### src/rtl/srs_pkg.sv
`timescale 1ns / 1ps
package srs_pkg;
	localparam int LINE_DEPTH_DEF  = 4096;
	localparam int SAMPLE_BITS_DEF = 24;
	localparam int CHANNELS_DEF    = 2;
	localparam int AP_LINES  = 3;
	localparam int CF_LINES  = 4;
	localparam int ALL_LINES = 7;
	localparam int GAIN_W    = 15;
	localparam int DLY_W     = 10;
	localparam int SPREAD_W  = 16;
	localparam logic [GAIN_W-1:0] GAIN_RESET = 15'd22938;

	typedef enum logic [1:0] {
		REG_GAIN   = 2'd0,
		REG_DELAY  = 2'd1,
		REG_SPREAD = 2'd2
	} reg_idx_t;

	function automatic logic [11:0] line_base(input int k);
		case (k)
			0: line_base = 12'd347;
			1: line_base = 12'd113;
			2: line_base = 12'd37;
			3: line_base = 12'd1687;
			4: line_base = 12'd1601;
			5: line_base = 12'd2053;
			6: line_base = 12'd2251;
			default: line_base = 12'd0;
		endcase
	endfunction

	function automatic logic [3:0] line_mult(input int k);
		case (k)
			1: line_mult = 4'd1;
			2: line_mult = 4'd3;
			3: line_mult = 4'd5;
			4: line_mult = 4'd7;
			5: line_mult = 4'd11;
			6: line_mult = 4'd13;
			default: line_mult = 4'd0;
		endcase
	endfunction
endpackage

### src/rtl/srs_delay_calc.sv
`timescale 1ns / 1ps
module srs_delay_calc #(
	parameter int LINE_DEPTH = srs_pkg::LINE_DEPTH_DEF,
	parameter int AW = $clog2(LINE_DEPTH)
) (
	input  logic                             clk,
	input  logic [srs_pkg::DLY_W-1:0]        mod_delay,
	input  logic [srs_pkg::SPREAD_W-1:0]     mod_spread,
	output logic [srs_pkg::ALL_LINES-1:0][AW-1:0] delay
);
	import srs_pkg::*;
	// D*F registered, then per-line *m, sum and clamp registered
	logic [DLY_W+SPREAD_W-1:0] df_q;
	logic [DLY_W-1:0]          d_q;
	always_ff @(posedge clk) begin
		df_q <= DLY_W'(mod_delay) * SPREAD_W'(mod_spread);
		d_q  <= mod_delay;
	end
	for (genvar k = 0; k < ALL_LINES; k++) begin : g_line
		logic [DLY_W+SPREAD_W+3:0] prod;
		logic [DLY_W+SPREAD_W+3:0] tot;
		assign prod = (DLY_W+SPREAD_W+4)'(df_q) * (DLY_W+SPREAD_W+4)'(line_mult(k));
		assign tot  = (DLY_W+SPREAD_W+4)'(line_base(k)) + (DLY_W+SPREAD_W+4)'(d_q)
			+ (prod >> 12);
		always_ff @(posedge clk) begin
			if (tot > (DLY_W+SPREAD_W+4)'(LINE_DEPTH - 1))
				delay[k] <= AW'(LINE_DEPTH - 1);
			else
				delay[k] <= tot[AW-1:0];
		end
	end
endmodule

### config.mk
export PLATFORM = sky130hd
export DESIGN_NAME = srs_delay_calc
export DESIGN_NICKNAME = d
export VERILOG_FILES = /design/src/rtl/srs_pkg.sv /design/src/rtl/srs_delay_calc.sv
export SDC_FILE = /design/constraint.sdc
export NUM_CORES = 1
export LEC_CHECK = 0
export BUFFER_PORTS_ARGS = -buffer_cell sky130_fd_sc_hd__buf_4
export CAP_MARGIN = 30
export CELL_PAD_IN_SITES_DETAIL_PLACEMENT = 0
export CELL_PAD_IN_SITES_GLOBAL_PLACEMENT = 1
export CORE_UTILIZATION = 30
export DETAILED_ROUTE_END_ITERATION = 12
export PLACE_DENSITY_LB_ADDON = 0.1
export SYNTH_ARGS = -nofsm -noshare
export SYNTH_HDL_FRONTEND = slang
export SYNTH_SLANG_ARGS = --single-unit
### constraint.sdc
create_clock -name clk -period 7.34 [get_ports clk]
set_clock_uncertainty 0.2 [all_clocks]
set_input_delay 0.367 -clock clk [delete_from_list [all_inputs] [get_ports clk]]
set_output_delay 0.367 -clock clk [all_outputs]
set_load 0.01 [all_outputs]
Yosys cells after proc, flatten, opt, wreduce, memory -nomap -nowiden
Cells that the tools add are included.

cells by class
  $add $sub $neg = 13
  multiply operators = 6
  order comparisons = 7

operators by type and width
  cell                                                             number
  multiplier 26 x 4 -> 30 bit, second input constant               2
  multiplier 26 x 3 -> 29 bit, second input constant               2
  adder 13 x 18 -> 19 bit                                          2
  greater-than comparator 19 x 12 -> 1 bit, second input constant  2
  adder 12 x 17 -> 18 bit                                          2
  greater-than comparator 18 x 12 -> 1 bit, second input constant  2
  multiplier 26 x 2 -> 28 bit, second input constant               1
  adder 12 x 10 -> 13 bit, first input constant                    2
  multiplier 10 x 16 -> 26 bit                                     1
  adder 11 x 10 -> 12 bit, first input constant                    2
  adder 11 x 16 -> 17 bit                                          1
  greater-than comparator 17 x 12 -> 1 bit, second input constant  1
  adder 11 x 14 -> 15 bit                                          1
  greater-than comparator 15 x 12 -> 1 bit, second input constant  1
  greater-than comparator 11 x 12 -> 1 bit, second input constant  1
  adder 6 x 10 -> 11 bit, first input constant                     1
  adder 7 x 10 -> 11 bit, first input constant                     1
  adder 9 x 10 -> 11 bit, first input constant                     1

word-level totals
  bits in registers = 120
  bits of input ports = 27

Longest topological paths before layout
  depth after elaboration = 3
  depth in mapped cells = 27
  depth with buffers taken out = 26

Worst setup path before layout
Ideal clock, no wire load.

  path kind = reg2reg
  start point = register df_q[2]
  end point = register delay[72] (netlist bit)
  setup time = 0.137 ns
  data arrival time = 5.761 ns
  setup slack = 1.242 ns
  cell stages (with the launch flop) = 27
  path buffers = 1
  period minus slack after synthesis = 6.098 ns
  path through = dfxtp_1 -> ha_1 -> inv_1 -> fa_1 -> inv_1 -> ha_1 -> a311oi_1 -> o21bai_1 -> a2111oi_2 -> nor3_1 -> or2_2 -> o21a_1 -> nor2_1 -> nor2b_1 -> nor2_1 -> xnor2_1 -> ha_1 -> ha_1 -> nand2_1 -> o21ai_0 -> o41ai_1 -> o2111a_1 -> or4_1 -> a21o_1 -> a211oi_4 -> buf_6 -> o211ai_1

between the ends
  cells in the longest elaborated chain, start to end = 3

RTL lines
  element                                   line                  text
  start, declared                           srs_delay_calc.sv:13  logic [DLY_W+SPREAD_W-1:0] df_q;
  start signal, assigned                    srs_delay_calc.sv:16  df_q <= DLY_W'(mod_delay) * SPREAD_W'(mod_spread);
  multiplier 26 x 4 -> 30 bit *             srs_delay_calc.sv:22  assign prod = (DLY_W+SPREAD_W+4)'(df_q) * (DLY_W+SPREAD_W+4)'(line_mult(k));
  adder 13 x 18 -> 19 bit *                 srs_delay_calc.sv:24  + (prod >> 12);
  greater-than comparator 19 x 12 -> 1 bit  srs_delay_calc.sv:26  if (tot > (DLY_W+SPREAD_W+4)'(LINE_DEPTH - 1))
  end signal, assigned by index             srs_delay_calc.sv:27  delay[k] <= AW'(LINE_DEPTH - 1);
  end signal, assigned by index             srs_delay_calc.sv:29  delay[k] <= tot[AW-1:0];
  end, declared                             srs_delay_calc.sv:9   output logic [srs_pkg::ALL_LINES-1:0][AW-1:0] delay

Mark *: on every way between the ends. The rest lies on a longest branch, timed or not.
A chain may end at the register's enable or synchronous reset.

Worst setup path in the final report
  start point = register df_q[12]
  end point = register delay[69] (netlist bit)

The elaborated chain is that of the path after synthesis.

==> impl_metrics.tcl <==
set metrics [dict create \
    design.portCount 111 \
    ant_nets 0 \
    grt_max_degree 18 \
    tns_ns 0 \
    r2r_slack_ns 0.63 \
    clk_transition_reported_paths_ns 0.07 \
    drive_above_1_share 0.08714 \
    post-place-ws_ns 0.4262 \
    dr.pass1.iters 5 \
    synth_edf_count 0 \
    routed_wl_mm 54.76 \
    ys_warn_count 0 \
    worstSetupPathType "flip-flop to flip-flop" \
    vias 14950 \
    setup_viol 0 \
    post-route-drc-count 0 \
    period_minus_slack_ns 6.715 \
    clk_latency_ns 0.48 \
    htreeDepth 4 \
    hold_slack_ns 0.1457 \
    hold_end "df_q[1]" \
    grt_usage 0.1794 \
    wl_per_cell_um 17.31 \
    synth-seq-area-share 0.1245 \
    syn-num-nets 2764 \
    n_antenna_cell 0 \
    min-delay-start "mod_spread[1]" \
    drt_iter0_markers 554 \
    die_h_um 254.5 \
    start_util 0.3032 \
    hold_violations 0 \
    grt_first_pass_wirelength_mm 88.11 \
    gr-total-overflow 0 \
    gp_congestion 0.8072 \
    rr_worst_depth 21 \
    synthAdderAreaFrac 0.4441 \
    cp-end-kind "flip-flop" \
    final_nets 2885 \
    fmax_mhz 148.9 \
    reg2reg_from "df_q[12]" \
    die_area_sq_um 64780 \
    synth_mux_area_frac 0.003663 \
    ys_async_sr_fraction 0 \
    finalCritPeriodShare 0.9148 \
    synth_cell_types 80 \
    cts_root_buf "clkbuf_16" \
    min_path_cells 3 \
    hold_class "input pin to flip-flop" \
    synth_top_cell_area_share 0.2244 \
    maxSlewViolCount 0 \
    antenna_found_initial 1 \
    synth_area_leaders "ha_1, fa_1, dfxtp_1" \
    tritoncts "built" \
    die_w_um 254.5 \
    maxCapViolations 0 \
    placed_area_sq_um 21000 \
    synth_area_sq_um 19130 \
    slew-limit-headroom 0.3911 \
    setup_slack_ns 0.6251 \
    rows 92 \
    required_ns 7.44 \
    synth-compound-area-share 0.1470 \
    startpoint_type "flip-flop" \
    synth-simple-area-share 0.1378 \
    hpwlAfterDp_mm 45.37 \
    vias_per_cell 4.726 \
    synth_top_family_by_area "adder cells" \
    r2r-end "delay[69]" \
    netlist_instances 2184 \
    synth-xor-area-share 0.05403 \
    status "complete, no violations" \
    yosysTopAreaCell "ha_1" \
    avgSynthCellArea_sq_um 8.758 \
    ys_seq_elements 119 \
    numPortBuffers 109 \
    clockBufferDepth 2 \
    cts.sinks 119 \
    synth_ff_type "dfxtp_1" \
    grt_pass1_vias 16320 \
    cp.arrival_ns 6.82 \
    tightest_slew_ns 0.9121 \
    rsz0062_at_grt "false" \
    core-area_sq_um 63080 \
    cp_max_fo 12 \
    final_cell_area_sq_um 21780 \
    syn_to_final_growth_pct 13.84 \
    cts_inserted_buffers 17 \
]
==> state kept, by name, summed over array words and instances (netlist names) <==
register,count
df_q,26
d_q,10
delay,83
==> synth_stat cells, types with 16 or more instances <==
cell type  instances
fa_1             210
nor3_1            36
nand3_1           40
nand2_1          164
dfxtp_1          119
nor2_1            99
o21bai_1          19
o21a_1            22
o211ai_1          33
a21o_1            48
inv_1            407
ha_1             343
xor2_1            34
o21ai_0           69
clkbuf_1          34
nand2b_1          30
xnor2_1           84
and2_1            82
a211oi_1          17
nor2b_1           16
a21oi_1           88
==> final cells by class <==
type                            count  area (sq um)
Tap cell                          846          1059
Inverter                          407          1528
Clock inverter                     14         187.7
Timing Repair Buffer              142          1106
Multi-Input combinational cell   1618         15070
Sequential cell                   119          2384
Clock buffer                       18         439.2
Fill cell                        6702         41300
==> what timing repair did <==
| action | in CTS | in global routing |
|---|---|---|
| hold buffers | 11 | 0 |
| setup endpoints to repair | 0 | 13 |
| setup buffers | 0 | 1 |
| endpoints found under the hold margin | 11 | 0 |
| resized for setup | 0 | 4 |
==> metal layers <==
| metal | GRT usage | share of wire | vias up |
|---|---|---|---|
| li1 | - | - | 7493 |
| met1 | 0.2391 | 0.49 | 7296 |
| met4 | 0.04269 | 0.011 | 0 |
| met3 | 0.01919 | 0.018 | 28 |
| met5 | 0 | 0 | - |
| met2 | 0.3089 | 0.48 | 137 |
==> cells by family after synthesis <==
| family | count (synthesis) |
|---|---|
| AO/OA/AOI/OAI | 405 |
| XOR/XNOR | 118 |
| adder cells (fa/ha/maj) | 553 |
| buffers and inverters | 447 |
| flip-flops | 119 |
| multiplexers | 7 |
| other | 1 |
| AND/OR/NAND/NOR | 534 |
==> worst max path at each step <==
stage / slack (ns) / end / cells past startpoint / start
global route: 0.07 / delay[69] / 25 / df_q[7]
finish: 0.63 / delay[69] / 21 / df_q[12]
CTS: 0.39 / delay[75] / 25 / df_q[2]
global placement: 0.46 / delay[75] / 25 / df_q[2]
detailed placement: 0.43 / delay[75] / 25 / df_q[2]
floorplan: 1.24 / delay[72] / 26 / df_q[2]
==> layout by cell type (no fill, tap or decap), drive strengths merged, types with 30 or more instances in the layout <==
cell and instances:
buf 131, inv 413, xor2 34, nor3 36, ha 343, dfxtp 119
nand2 164, xnor2 84, o211ai 34, nand3 40, and2 82, o21ai 69
a21o 48, nand2b 30, a21oi 91, nor2 99, fa 210
==> worst max-delay path, stage by stage, from the launching register on <==
cell	delay (ns)
dfxtp_1	0.80
inv_1	0.38
fa_1	0.63
inv_1	0.05
ha_1	0.22
a21o_1	0.20
nand3_1	0.08
nand3_1	0.10
a31o_2	0.28
or2_2	0.30
a21oi_1	0.24
o21bai_1	0.13
xor2_1	0.23
ha_1	0.28
ha_1	0.35
nand3_1	0.09
o2111ai_1	0.31
o311a_1	0.26
o21ai_0	0.16
nand4b_1	0.25
a221oi_2	0.73
o221ai_1	0.25
==> per-stage QoR <==
stage            util  instances
5_1_grt        0.3452       3164
6_report       0.3452       3164
3_5_place_dp   0.3329       3120
4_1_cts        0.3446       3163
3_3_place_gp   0.3329       3120
2_1_floorplan       -       2184
Power is left out: the tool's default activity adds up to more than one toggle a clock period on the data nets, which glitch-free logic cannot reach.
