==> src/rtl/srs_pkg.sv <==
`timescale 1ns / 1ps
package srs_pkg;
	localparam int LINE_DEPTH_DEF  = 4096;
	localparam int SAMPLE_BITS_DEF = 24;
	localparam int CHANNELS_DEF    = 2;
	localparam int AP_LINES  = 3;
	localparam int CF_LINES  = 4;
	localparam int ALL_LINES = 7;
	localparam int GAIN_W    = 15;
	localparam int DLY_W     = 10;
	localparam int SPREAD_W  = 16;
	localparam logic [GAIN_W-1:0] GAIN_RESET = 15'd22938;

	typedef enum logic [1:0] {
		REG_GAIN   = 2'd0,
		REG_DELAY  = 2'd1,
		REG_SPREAD = 2'd2
	} reg_idx_t;

	function automatic logic [11:0] line_base(input int k);
		case (k)
			0: line_base = 12'd347;
			1: line_base = 12'd113;
			2: line_base = 12'd37;
			3: line_base = 12'd1687;
			4: line_base = 12'd1601;
			5: line_base = 12'd2053;
			6: line_base = 12'd2251;
			default: line_base = 12'd0;
		endcase
	endfunction

	function automatic logic [3:0] line_mult(input int k);
		case (k)
			1: line_mult = 4'd1;
			2: line_mult = 4'd3;
			3: line_mult = 4'd5;
			4: line_mult = 4'd7;
			5: line_mult = 4'd11;
			6: line_mult = 4'd13;
			default: line_mult = 4'd0;
		endcase
	endfunction
endpackage

==> src/rtl/srs_front.sv <==
`timescale 1ns / 1ps
module srs_front #(
	parameter int SAMPLE_BITS = srs_pkg::SAMPLE_BITS_DEF,
	parameter int CHANNELS = srs_pkg::CHANNELS_DEF,
	parameter int CW = (CHANNELS > 1) ? $clog2(CHANNELS) : 1
) (
	input  logic                   clk,
	input  logic                   arst_n,
	input  logic                   in_valid,
	output logic                   in_ready,
	input  logic                   sel,
	input  logic [SAMPLE_BITS-1:0] smp,
	output logic                   q_valid,
	input  logic                   q_ready,
	output logic                   q_sel,
	output logic [CW-1:0]          q_ch,
	output logic [SAMPLE_BITS-1:0] q_smp
);
	// two-entry queue; classifies channel to store index
	logic [1:0]                   v_q;
	logic [1:0]                   sel_q;
	logic [1:0][CW-1:0]           ch_q;
	logic [1:0][SAMPLE_BITS-1:0]  smp_q;
	logic                         rd_q, wr_q;
	logic [CW-1:0]                ch_in;
	logic                         push, pop;

	assign ch_in = (CHANNELS == 1 || !sel) ? CW'(0) : CW'(1);
	assign in_ready = !v_q[wr_q];
	assign q_valid  = v_q[rd_q];
	assign q_sel    = sel_q[rd_q];
	assign q_ch     = ch_q[rd_q];
	assign q_smp    = smp_q[rd_q];
	assign push = in_valid && in_ready;
	assign pop  = q_valid && q_ready;

	always_ff @(posedge clk or negedge arst_n) begin
		if (!arst_n) begin
			v_q  <= '0;
			rd_q <= 1'b0;
			wr_q <= 1'b0;
		end else begin
			if (push) begin
				v_q[wr_q] <= 1'b1;
				wr_q <= !wr_q;
			end
			if (pop) begin
				v_q[rd_q] <= 1'b0;
				rd_q <= !rd_q;
			end
		end
	end
	always_ff @(posedge clk) begin
		if (push) begin
			sel_q[wr_q] <= sel;
			ch_q[wr_q]  <= ch_in;
			smp_q[wr_q] <= smp;
		end
	end
endmodule

==> config.mk <==
export PLATFORM = sky130hd
export DESIGN_NAME = srs_front
export DESIGN_NICKNAME = d
export VERILOG_FILES = /design/src/rtl/srs_pkg.sv /design/src/rtl/srs_front.sv
export SDC_FILE = /design/constraint.sdc
export NUM_CORES = 1
export LEC_CHECK = 0
export ABC_AREA = 1
export BUFFER_PORTS_ARGS = -buffer_cell sky130_fd_sc_hd__buf_2
export CORE_MARGIN = 2
export CORE_UTILIZATION = 30
export CTS_BUF_LIST = sky130_fd_sc_hd__clkbuf_4 sky130_fd_sc_hd__clkbuf_8
export CTS_CLUSTER_SIZE = 20
export DETAILED_ROUTE_END_ITERATION = 8
export GPL_TIMING_DRIVEN = 0
export PLACE_DENSITY_LB_ADDON = 0.05
export SLEW_MARGIN = 20
export SYNTH_ARGS = -nofsm -noshare
export SYNTH_HDL_FRONTEND = slang
export SYNTH_SLANG_ARGS = --single-unit
==> constraint.sdc <==
create_clock -name clk -period 4.1 [get_ports clk]
set_clock_uncertainty 0.15 [all_clocks]
set_input_delay 0.82 -clock clk [delete_from_list [all_inputs] [get_ports clk]]
set_output_delay 0.82 -clock clk [all_outputs]
set_load 0.1 [all_outputs]
* Word level (Yosys, flattened, before mapping)
Cells that the tools add are included.
** Operators by class
- Magnitude comparators :: 4
- Mux-type cells :: 22
- Bitwise operators :: 3
- Reductions and logical operators :: 7
** Operator list (number)
- 24-bit 2-to-1 mux :: 3
- 48-bit bitwise mux :: 1
- 24-bit demux with 1-bit select :: 1
- 1-bit 2-to-1 mux :: 11
- 2-bit bitwise mux :: 2
- 1-bit logical AND :: 4
- 1-bit by 2-bit less-than comparator with 1-bit output, second input constant :: 2
- 2-bit 2-to-1 mux :: 2
- 1-bit zero test :: 3
- 2-bit AND :: 1
- 1-bit demux with 1-bit select :: 2
- 1-bit >= comparator, second input constant :: 2
- 2-bit NOT :: 1
- 2-bit OR :: 1
** Storage, ports and cells
- Register bits after elaboration :: 56
- Input bits :: 29
- Output and inout bits :: 28
- Logic and storage cells :: 44

* Longest topological paths before layout
Gate-level depths: netlist (run 1).
- Word-level depth :: 8
- Mapped depth :: 6
- Depth with buffers taken out :: 4

* Worst setup path after synthesis (run 1)
Ideal clock, no wire load.
- Path kind :: flip-flop to output port
- Start point :: register v_q[0]
- End point :: output in_ready
- Data arrival time :: 2.523 ns
- Required time :: 3.130 ns
- Path slack :: 0.607 ns
- Cell stages (with the launch flop) :: 2
- Path buffers :: 0
- Path through :: dfrtp_1 > o21ai_0
** Between the ends
- Cells in the longest elaborated chain, start to end :: 3
** Ends and longest elaborated chain
- start, declared :: line srs_front.sv:20 : logic [1:0] v_q;
- start signal, assigned :: line srs_front.sv:39 : v_q <= '0;
- start signal, assigned by index :: line srs_front.sv:44 : v_q[wr_q] <= 1'b1;
- start signal, assigned by index :: line srs_front.sv:48 : v_q[rd_q] <= 1'b0;
- 1-bit 2-to-1 mux (not written as such) (2 in a row) :: line srs_front.sv:29 : assign in_ready = !v_q[wr_q];
- 1-bit zero test :: line srs_front.sv:29
- end, declared :: line srs_front.sv:10 : output logic in_ready,
Every way passes these cells. The select of a mux whose other input is x is not followed.

* Worst setup path in the final report (run 1)
- Start point :: register rd_q
- End point :: output q_sel
** Between the ends
- Cells in the longest elaborated chain, start to end :: 2
** Ends and longest elaborated chain
- start, declared :: line srs_front.sv:24 : logic rd_q, wr_q;
- start signal, assigned :: line srs_front.sv:49 : rd_q <= !rd_q;
- 1-bit 2-to-1 mux (not written as such) (2 in a row) :: line srs_front.sv:31 : assign q_sel = sel_q[rd_q];
- end, declared :: line srs_front.sv:15 : output logic q_sel,
Every way passes these cells. The select of a mux whose other input is x is not followed.

==> flow_summary.yaml, run 1 <==
status:
  status: "complete, no violations"
cts:
  cts.sinks: 54
  cts_buffers: 5
  clock_latency_ns: 0.29
  post_cts.repair.setup_buffers: 0
  tritoncts: "built"
  cts_hold_buf: 0
  htree_levels: 2
  cts_resized: 0
  max-clock-path-buffers: 2
  clkTransAtPathRegs_ns: 0.08
  root_buffer: "clkbuf_8"
finish:
  syn2layout_area_growth_pct: 25.3
  fillerInstances: 682
  final_common_cell: "nand2_1"
  multi_input_comb_area_um2: 368
  ff_latch_area_um2: 1600
  fin_area_um2: 2560
  layout-drive-gt1-share_pct: 32.4
  antenna_cells: 0
  fin_nets: 253
  final_cell_mix: "82 x nand2_1, 56 x buf_2, 50 x edfxtp_1"
sta:
  period_needed_ns: 2.66
  maxSlewHeadroom_pct: 28.0
  slew_violations: 0
  fmax_mhz: 375
  setup_tns_ns: 0
  rsz0062_at_grt: "false"
  tightest_slew_ns: 1.08
  fin_crit_sh_pct: 65.0
  finalSetupViolCount: 0
  hold_viol_final: 0
floorplan:
  dieArea_um2: 7500
  core_um2: 6680
  ios: 57
  die_width_um: 86.6
  row_count: 30
  chipHeight_um: 86.6
  initial_core_util_pct: 30.6
critical_path:
  reg2reg_setup_slack_ns: 2.15
  cp-end-kind: "output port"
  rr_startpoint: "v_q[0]$_DFF_PN0_"
  reg2reg_depth: 3
  path_class: "reg -> out"
  cp_max_fo: 10
  rr_endpoint: "smp_q[6]$_DFFE_PP_"
  crit_required_ns: 3.13
  cp-start-kind: "flop"
  critPathArrivalTime_ns: 1.69
drt:
  vias: 1289
  drc: 0
  wl_um: 3830
  ant_nets: 0
  avgRoutedWirePerCell_um: 12.6
  firstDrtPassIters: 4
  via_per_inst: 4.23
  drt_iter0_markers: 73
place:
  portBuffers: 56
  finalWeightedCongestion: 0.633
  dpl_cell_area_um2: 2450
  post-dp-hpwl_um: 2720
grt:
  antenna_found_initial: 0
  grt_use_total_pct: 11.0
  grt_max_degree: 26
  grt_pass1_vias: 1261
  grt_overflow_total: 0
  grt_pass1_wl_um: 5990
logic_synthesis:
  yosysTopAreaCell: "edfxtp_1"
  synthesis.nets: 189
  syn_inst: 160
  synth_cell_types: 11
  synth_area_um2: 2050
  seq_area_frac_synth_pct: 78.3
  yosysWarnings: 0
  synth_area_leaders: "edfxtp_1 73%, nand2_1 15%, dfrtp_1 4.9%"
  synth_top_area_share_pct: 73.4
  synth.avg_cell_area_um2: 12.8
  ys_ff_latch: 54
worst_hold_path:
  holdCritPathClass: "in -> async"
flow_run:
  maxCapViolCount: 0
metal layers:
layer | up-vias | part of all wire [%] | GRT usage (%) | wire (µm)
li1 | 656 | - | - | -
met1 | 592 | 40 | 11.9 | 1520
met2 | 37 | 54 | 19.7 | 2060
met3 | 4 | 5.5 | 3.71 | 212
met4 | 0 | 1.2 | 4.26 | 46
met5 | - | 0 | 0 | 0
cells in the mapped netlist:
| master | number |
|---|---|
| a21oi_1 | 2 |
| buf_4 | 3 |
| buf_6 | 3 |
| dfrtp_1 | 4 |
| edfxtp_1 | 50 |
| inv_1 | 5 |
| inv_6 | 1 |
| nand2_1 | 82 |
| nand3_1 | 1 |
| nor2_1 | 6 |
| o21ai_0 | 3 |
final cells by class:
type                       instances  area share (%)
clock buffer                       7            3.27
tap                               80            3.91
timing repair buffer              57            11.5
multi-input combinational         94            14.4
buffer                             6            2.20
sequential                        54            62.5
clock inverter                     1            1.17
inverter                           6            1.07
state kept, by name, indices dropped and copies added, names as in the netlist:
| name | cells |
|---|---|
| rd_q | 1 |
| sel_q | 1 |
| smp_q | 48 |
| v_q | 2 |
| ch_q | 1 |
| wr_q | 1 |
metrics by stage:
stage	std cells	util [%]	hold slack [ns]	worst slack, ns
2_1_floorplan	160	-	0.351	0.607
3_3_place_gp	296	36.3	0.374	0.806
3_5_place_dp	297	36.6	0.406	1.70
4_1_cts	305	38.4	0.151	1.40
5_1_grt	305	38.4	0.151	1.32
6_report	305	38.4	0.165	1.44
worst max-delay path: stages (launching register included):
cell and delay (ns):
dfrtp_1 0.38, buf_6 0.14, inv_6 0.09, buf_6 0.15, nand2_1 0.05, nand2_1 0.08
buf_4 0.10, buf_2 0.41
worst max-delay path by stage:
| stage | to | start | slack, ns | cells past startpoint |
|---|---|---|---|---|
| finish | q_sel | rd_q$_DFFE_PN0P_ | 1.44 | 7 |
| global route | q_sel | rd_q$_DFFE_PN0P_ | 1.32 | 7 |
| CTS | q_sel | rd_q$_DFFE_PN0P_ | 1.40 | 7 |
| detailed placement | smp_q[11]$_DFFE_PP_ | in_valid | 1.70 | 3 |
| global placement | smp_q[35]$_DFFE_PP_ | in_valid | 0.81 | 3 |
| floorplan | in_ready | v_q[0]$_DFF_PN0_ | 0.61 | 1 |
logic make-up after synthesis:
logic type      count (synthesis)  share of synthesized area [%]
compound gates                  5                           1.22
buf+inv                        12                           4.10
flops                          54                           78.3
simple gates                   89                           16.4
Power of run 1 is not shown: default switching activity piles up to over one toggle a cycle in this logic, so the estimate is an artifact.
==> inputs of run 2 (changes only) <==
==> constraint.sdc (replaced) <==
create_clock -name clk -period 2.6 [get_ports clk]
set_clock_uncertainty 0.15 [all_clocks]
set_input_delay 0.52 -clock clk [delete_from_list [all_inputs] [get_ports clk]]
set_output_delay 0.52 -clock clk [all_outputs]
set_load 0.1 [all_outputs]
==> flow_summary.yaml, run 2 (synthesis results as in run 1) <==
drt:
  avgRoutedWirePerCell_um: 12.6
  top_layer: "met4"
  firstDrtPassIters: 4
  drt_iter0_markers: 42
  met3_length_um: 286
  via_per_inst: 4.29
  vias: 1312
  wl_um: 3850
  drc: 0
  wl_met1_um: 1470
  ant_nets: 0
  met2WireLength_um: 2070
sta:
  setup_tns_ns: 0
  fmax_mhz: 426
  slew_violations: 0
  tightest_slew_ns: 0.985
  fin_crit_sh_pct: 90.3
  finalSetupViolCount: 0
  hold_viol_final: 0
  maxSlewHeadroom_pct: 33.9
  rsz0062_at_grt: "false"
  period_needed_ns: 2.35
cts:
  post_cts.repair.setup_buffers: 0
  htree_levels: 2
  root_buffer: "clkbuf_8"
  cts_resized: 0
  clock_latency_ns: 0.29
  cts.sinks: 54
  cts_buffers: 5
  max-clock-path-buffers: 2
  cts_hold_buf: 1
  clkTransAtPathRegs_ns: 0.09
  tritoncts: "built"
finish:
  syn2layout_area_growth_pct: 25.0
  antenna_cells: 0
  fin_nets: 254
  final_common_cell: "nand2_1"
  final_cell_mix: "82 x nand2_1, 56 x buf_2, 50 x edfxtp_1, 5 x nor2_1, 5 x clkbuf_8"
  top_register: "smp_q"
  layout-drive-gt1-share_pct: 31.4
  top_regs: "smp_q x48, v_q x2"
  largest_reg_flops: 48
critical_path:
  critPathMaxStageDelay_ns: 0.41
  cp-end-kind: "output port"
  critPathArrivalTime_ns: 1.68
  critPathBufInv: 5
  path_class: "reg -> out"
  reg2reg_setup_slack_ns: 0.55
  reg2reg_depth: 3
  path_delay_family: "buffers and inverters"
  rr_endpoint: "smp_q[14]$_DFFE_PP_"
  crit_cells: 7
  crit_slowest_cell: "buf_2"
  crit_required_ns: 1.93
  cp-start-kind: "flop"
  cp_cell_sequence: "buf_6, inv_6, buf_6, nand2_1, nand2_1, buf_4, buf_2"
  cp_max_fo: 10
  rr_startpoint: "wr_q$_DFFE_PN0N_"
floorplan:
  ios: 57
  row_count: 30
  die_width_um: 86.6
  core_um2: 6680
  chipHeight_um: 86.6
  initial_core_util_pct: 30.6
  dieArea_um2: 7500
worst_hold_path:
  holdCritPathClass: "in -> reg"
  min-delay-start: "smp[4]"
  whs_path_depth: 1
  min_to: "smp_q[28]$_DFFE_PP_"
grt:
  antenna_found_initial: 0
  grt_use_total_pct: 10.6
  grt_pass1_wl_um: 5790
  grt_overflow_total: 0
  grt_max_degree: 26
  grt_pass1_vias: 1258
flow_run:
  maxCapViolCount: 0
place:
  portBuffers: 56
  finalWeightedCongestion: 0.675
  post-dp-hpwl_um: 2650
status:
  status: "complete, no violations"
==> run 2: layout make-up <==
| type | instances | area (µm²) |
|---|---|---|
| Fill cell | 665 | 4130 |
| Sequential cell | 54 | 1600 |
| Multi-Input combinational cell | 94 | 368 |
| Timing Repair Buffer | 58 | 318 |
| Tap cell | 80 | 100 |
| Clock buffer | 5 | 68.8 |
| Buffer | 6 | 56.3 |
| Inverter | 6 | 27.5 |
| Clock inverter | 3 | 16.3 |
==> run 2: how the worst max path moves through the flow <==
stage | startpoint | to | slack, ns
after floorplan | rd_q$_DFFE_PN0P_ | q_sel | 0.12
after global placement | in_valid | smp_q[28]$_DFFE_PP_ | -0.41
after detailed placement | in_valid | smp_q[4]$_DFFE_PP_ | 0.54
after CTS | rd_q$_DFFE_PN0P_ | q_sel | 0.23
after global routing | rd_q$_DFFE_PN0P_ | q_sel | 0.16
final | rd_q$_DFFE_PN0P_ | q_sel | 0.25
==> run 2: metal layers <==
metal  vias up  track usage (%)
met1       603             11.3
met4         0             3.84
met5         -                0
met2        48             19.0
met3         2             4.00
li1        659                -
==> run 2: stage by stage <==
step / hold slack [ns] / setup WS [ns] / cells / instance area (µm²) / utilization, %
floorplan: 0.0744 / 0.121 / 160 / 2050 / -
global placement: 0.177 / -0.413 / 296 / 2430 / 36.3
detailed placement: 0.179 / 0.538 / 297 / 2460 / 36.8
CTS: 0.239 / 0.227 / 306 / 2560 / 38.3
global route: 0.236 / 0.157 / 306 / 2560 / 38.3
finish: 0.255 / 0.253 / 306 / 2560 / 38.3
==> run 2: worst register-to-register path, delay by kind of cell (launching register included) <==
family	cells	cell delay, ns
buffers and inverters	1	0.77
DFF	1	0.44
and+or+nand+nor	2	0.14
Power of run 2 is left out for the same reason.
==> inputs of run 3 (changes only) <==
==> constraint.sdc (replaced) <==
create_clock -name clk -period 2.6 [get_ports clk]
set_clock_uncertainty 0.15 [all_clocks]
set_input_delay 0.13 -clock clk [delete_from_list [all_inputs] [get_ports clk]]
set_output_delay 0.13 -clock clk [all_outputs]
set_load 0.1 [all_outputs]
==> flow_summary.yaml, run 3 (synthesis results as in run 1) <==
status:
  status: "complete, no violations"
critical_path:
  path_class: "in -> reg"
  reg2reg_depth: 3
  cp_cell_sequence: "dlygate4sd3_1, buf_2, nand2_1, clkinv_1"
  critPathArrivalTime_ns: 1.66
  cp-start-kind: "input pin"
  crit_cells: 4
  critPathMaxStageDelay_ns: 0.76
  crit_slowest_cell: "clkinv_1"
  crit_required_ns: 2.20
  critPathBufInv: 3
  cp-end-kind: "flop"
  cp_max_fo: 25
  path_delay_family: "buffers and inverters"
cts:
  root_buffer: "clkbuf_8"
  cts_hold_buf: 28
  clkTransAtPathRegs_ns: 0.09
  post_cts.repair.setup_buffers: 0
  clock_latency_ns: 0.29
  tritoncts: "built"
  htree_levels: 2
  cts.sinks: 54
  cts_buffers: 5
  cts_resized: 0
  max-clock-path-buffers: 2
finish:
  layout-drive-gt1-share_pct: 28.1
  syn2layout_area_growth_pct: 38.2
  antenna_cells: 0
  fillerInstances: 646
  fin_nets: 281
  final_cell_mix: "82 x nand2_1, 56 x buf_2, 50 x edfxtp_1, 28 x dlygate4sd3_1"
  largest_reg_flops: 48
  top_register: "smp_q"
  top_regs: "smp_q x48, v_q x2"
  final_common_cell: "nand2_1"
grt:
  grt_overflow_total: 0
  grt_max_degree: 26
  grt_pass1_wl_um: 6150
  grt_use_total_pct: 11.1
  antenna_found_initial: 0
  grt_pass1_vias: 1369
sta:
  hold_viol_final: 0
  fin_crit_sh_pct: 79.4
  slew_violations: 0
  maxSlewHeadroom_pct: 34.2
  setup_tns_ns: 0
  fmax_mhz: 484
  period_needed_ns: 2.07
  finalSetupViolCount: 0
  tightest_slew_ns: 0.981
  rsz0062_at_grt: "false"
floorplan:
  core_um2: 6680
  die_width_um: 86.6
  initial_core_util_pct: 30.6
  dieArea_um2: 7500
  row_count: 30
  ios: 57
  chipHeight_um: 86.6
place:
  portBuffers: 56
  post-dp-hpwl_um: 2650
  finalWeightedCongestion: 0.675
drt:
  ant_nets: 0
  drt_iter0_markers: 45
  avgRoutedWirePerCell_um: 12.1
  via_per_inst: 4.24
  drc: 0
  vias: 1412
  wl_um: 4020
  firstDrtPassIters: 4
worst_hold_path:
  holdCritPathClass: "in -> async"
flow_run:
  maxCapViolCount: 0
==> run 3: path summary, 6_finish.rpt <==
kind,start,endpoint,slack (ns)
max,in_valid,smp_q[2]$_DFFE_PP_,0.53
min,arst_n,wr_q$_DFFE_PN0N_,0.06
max reg2reg,wr_q$_DFFE_PN0N_,smp_q[2]$_DFFE_PP_,0.55
min reg2reg,v_q[1]$_DFF_PN0_,v_q[1]$_DFF_PN0_,0.43
max in group asynchronous,arst_n,rd_q$_DFFE_PN0P_,2.12
min in group clk,smp[4],smp_q[28]$_DFFE_PP_,0.40
==> run 3: area by class of cell <==
type	count	area [µm²]	area share (%)
sequential	54	1600	56.7
timing repair buffer	85	588	20.8
multi-input combinational	94	368	13.0
tap	80	100	3.54
clock buffer	5	68.8	2.43
buffer	6	56.3	1.99
inverter	6	27.5	0.974
clock inverter	3	16.3	0.575
==> run 3: layer usage <==
| layer | vias up | global-route usage (%) | routed length, µm |
|---|---|---|---|
| met2 | 44 | 20.6 | 2140 |
| met3 | 2 | 3.71 | 220 |
| met5 | - | 0 | 0 |
| li1 | 710 | - | - |
| met1 | 656 | 11.8 | 1630 |
| met4 | 0 | 3.84 | 24 |
==> run 3: worst reg2reg max path: cells and delay by family (launching register included) <==
kind / cells / cell delay, ns
DFF: 1 / 0.44
buffers and inverters: 1 / 0.76
and+or+nand+nor: 2 / 0.14
==> run 3: through the flow <==
step	hold WS [ns]	setup WS (ns)	instances	area [µm²]	util [%]
4_1_cts	0.0230	0.617	333	2830	42.3
5_1_grt	0.0406	0.318	333	2830	42.3
6_report	0.0599	0.534	333	2830	42.3
3_5_place_dp	-0.211	0.643	297	2460	36.8
3_3_place_gp	-0.213	-0.251	296	2430	36.3
2_1_floorplan	-0.316	0.472	160	2050	-
Power of run 3 is left out for the same reason.
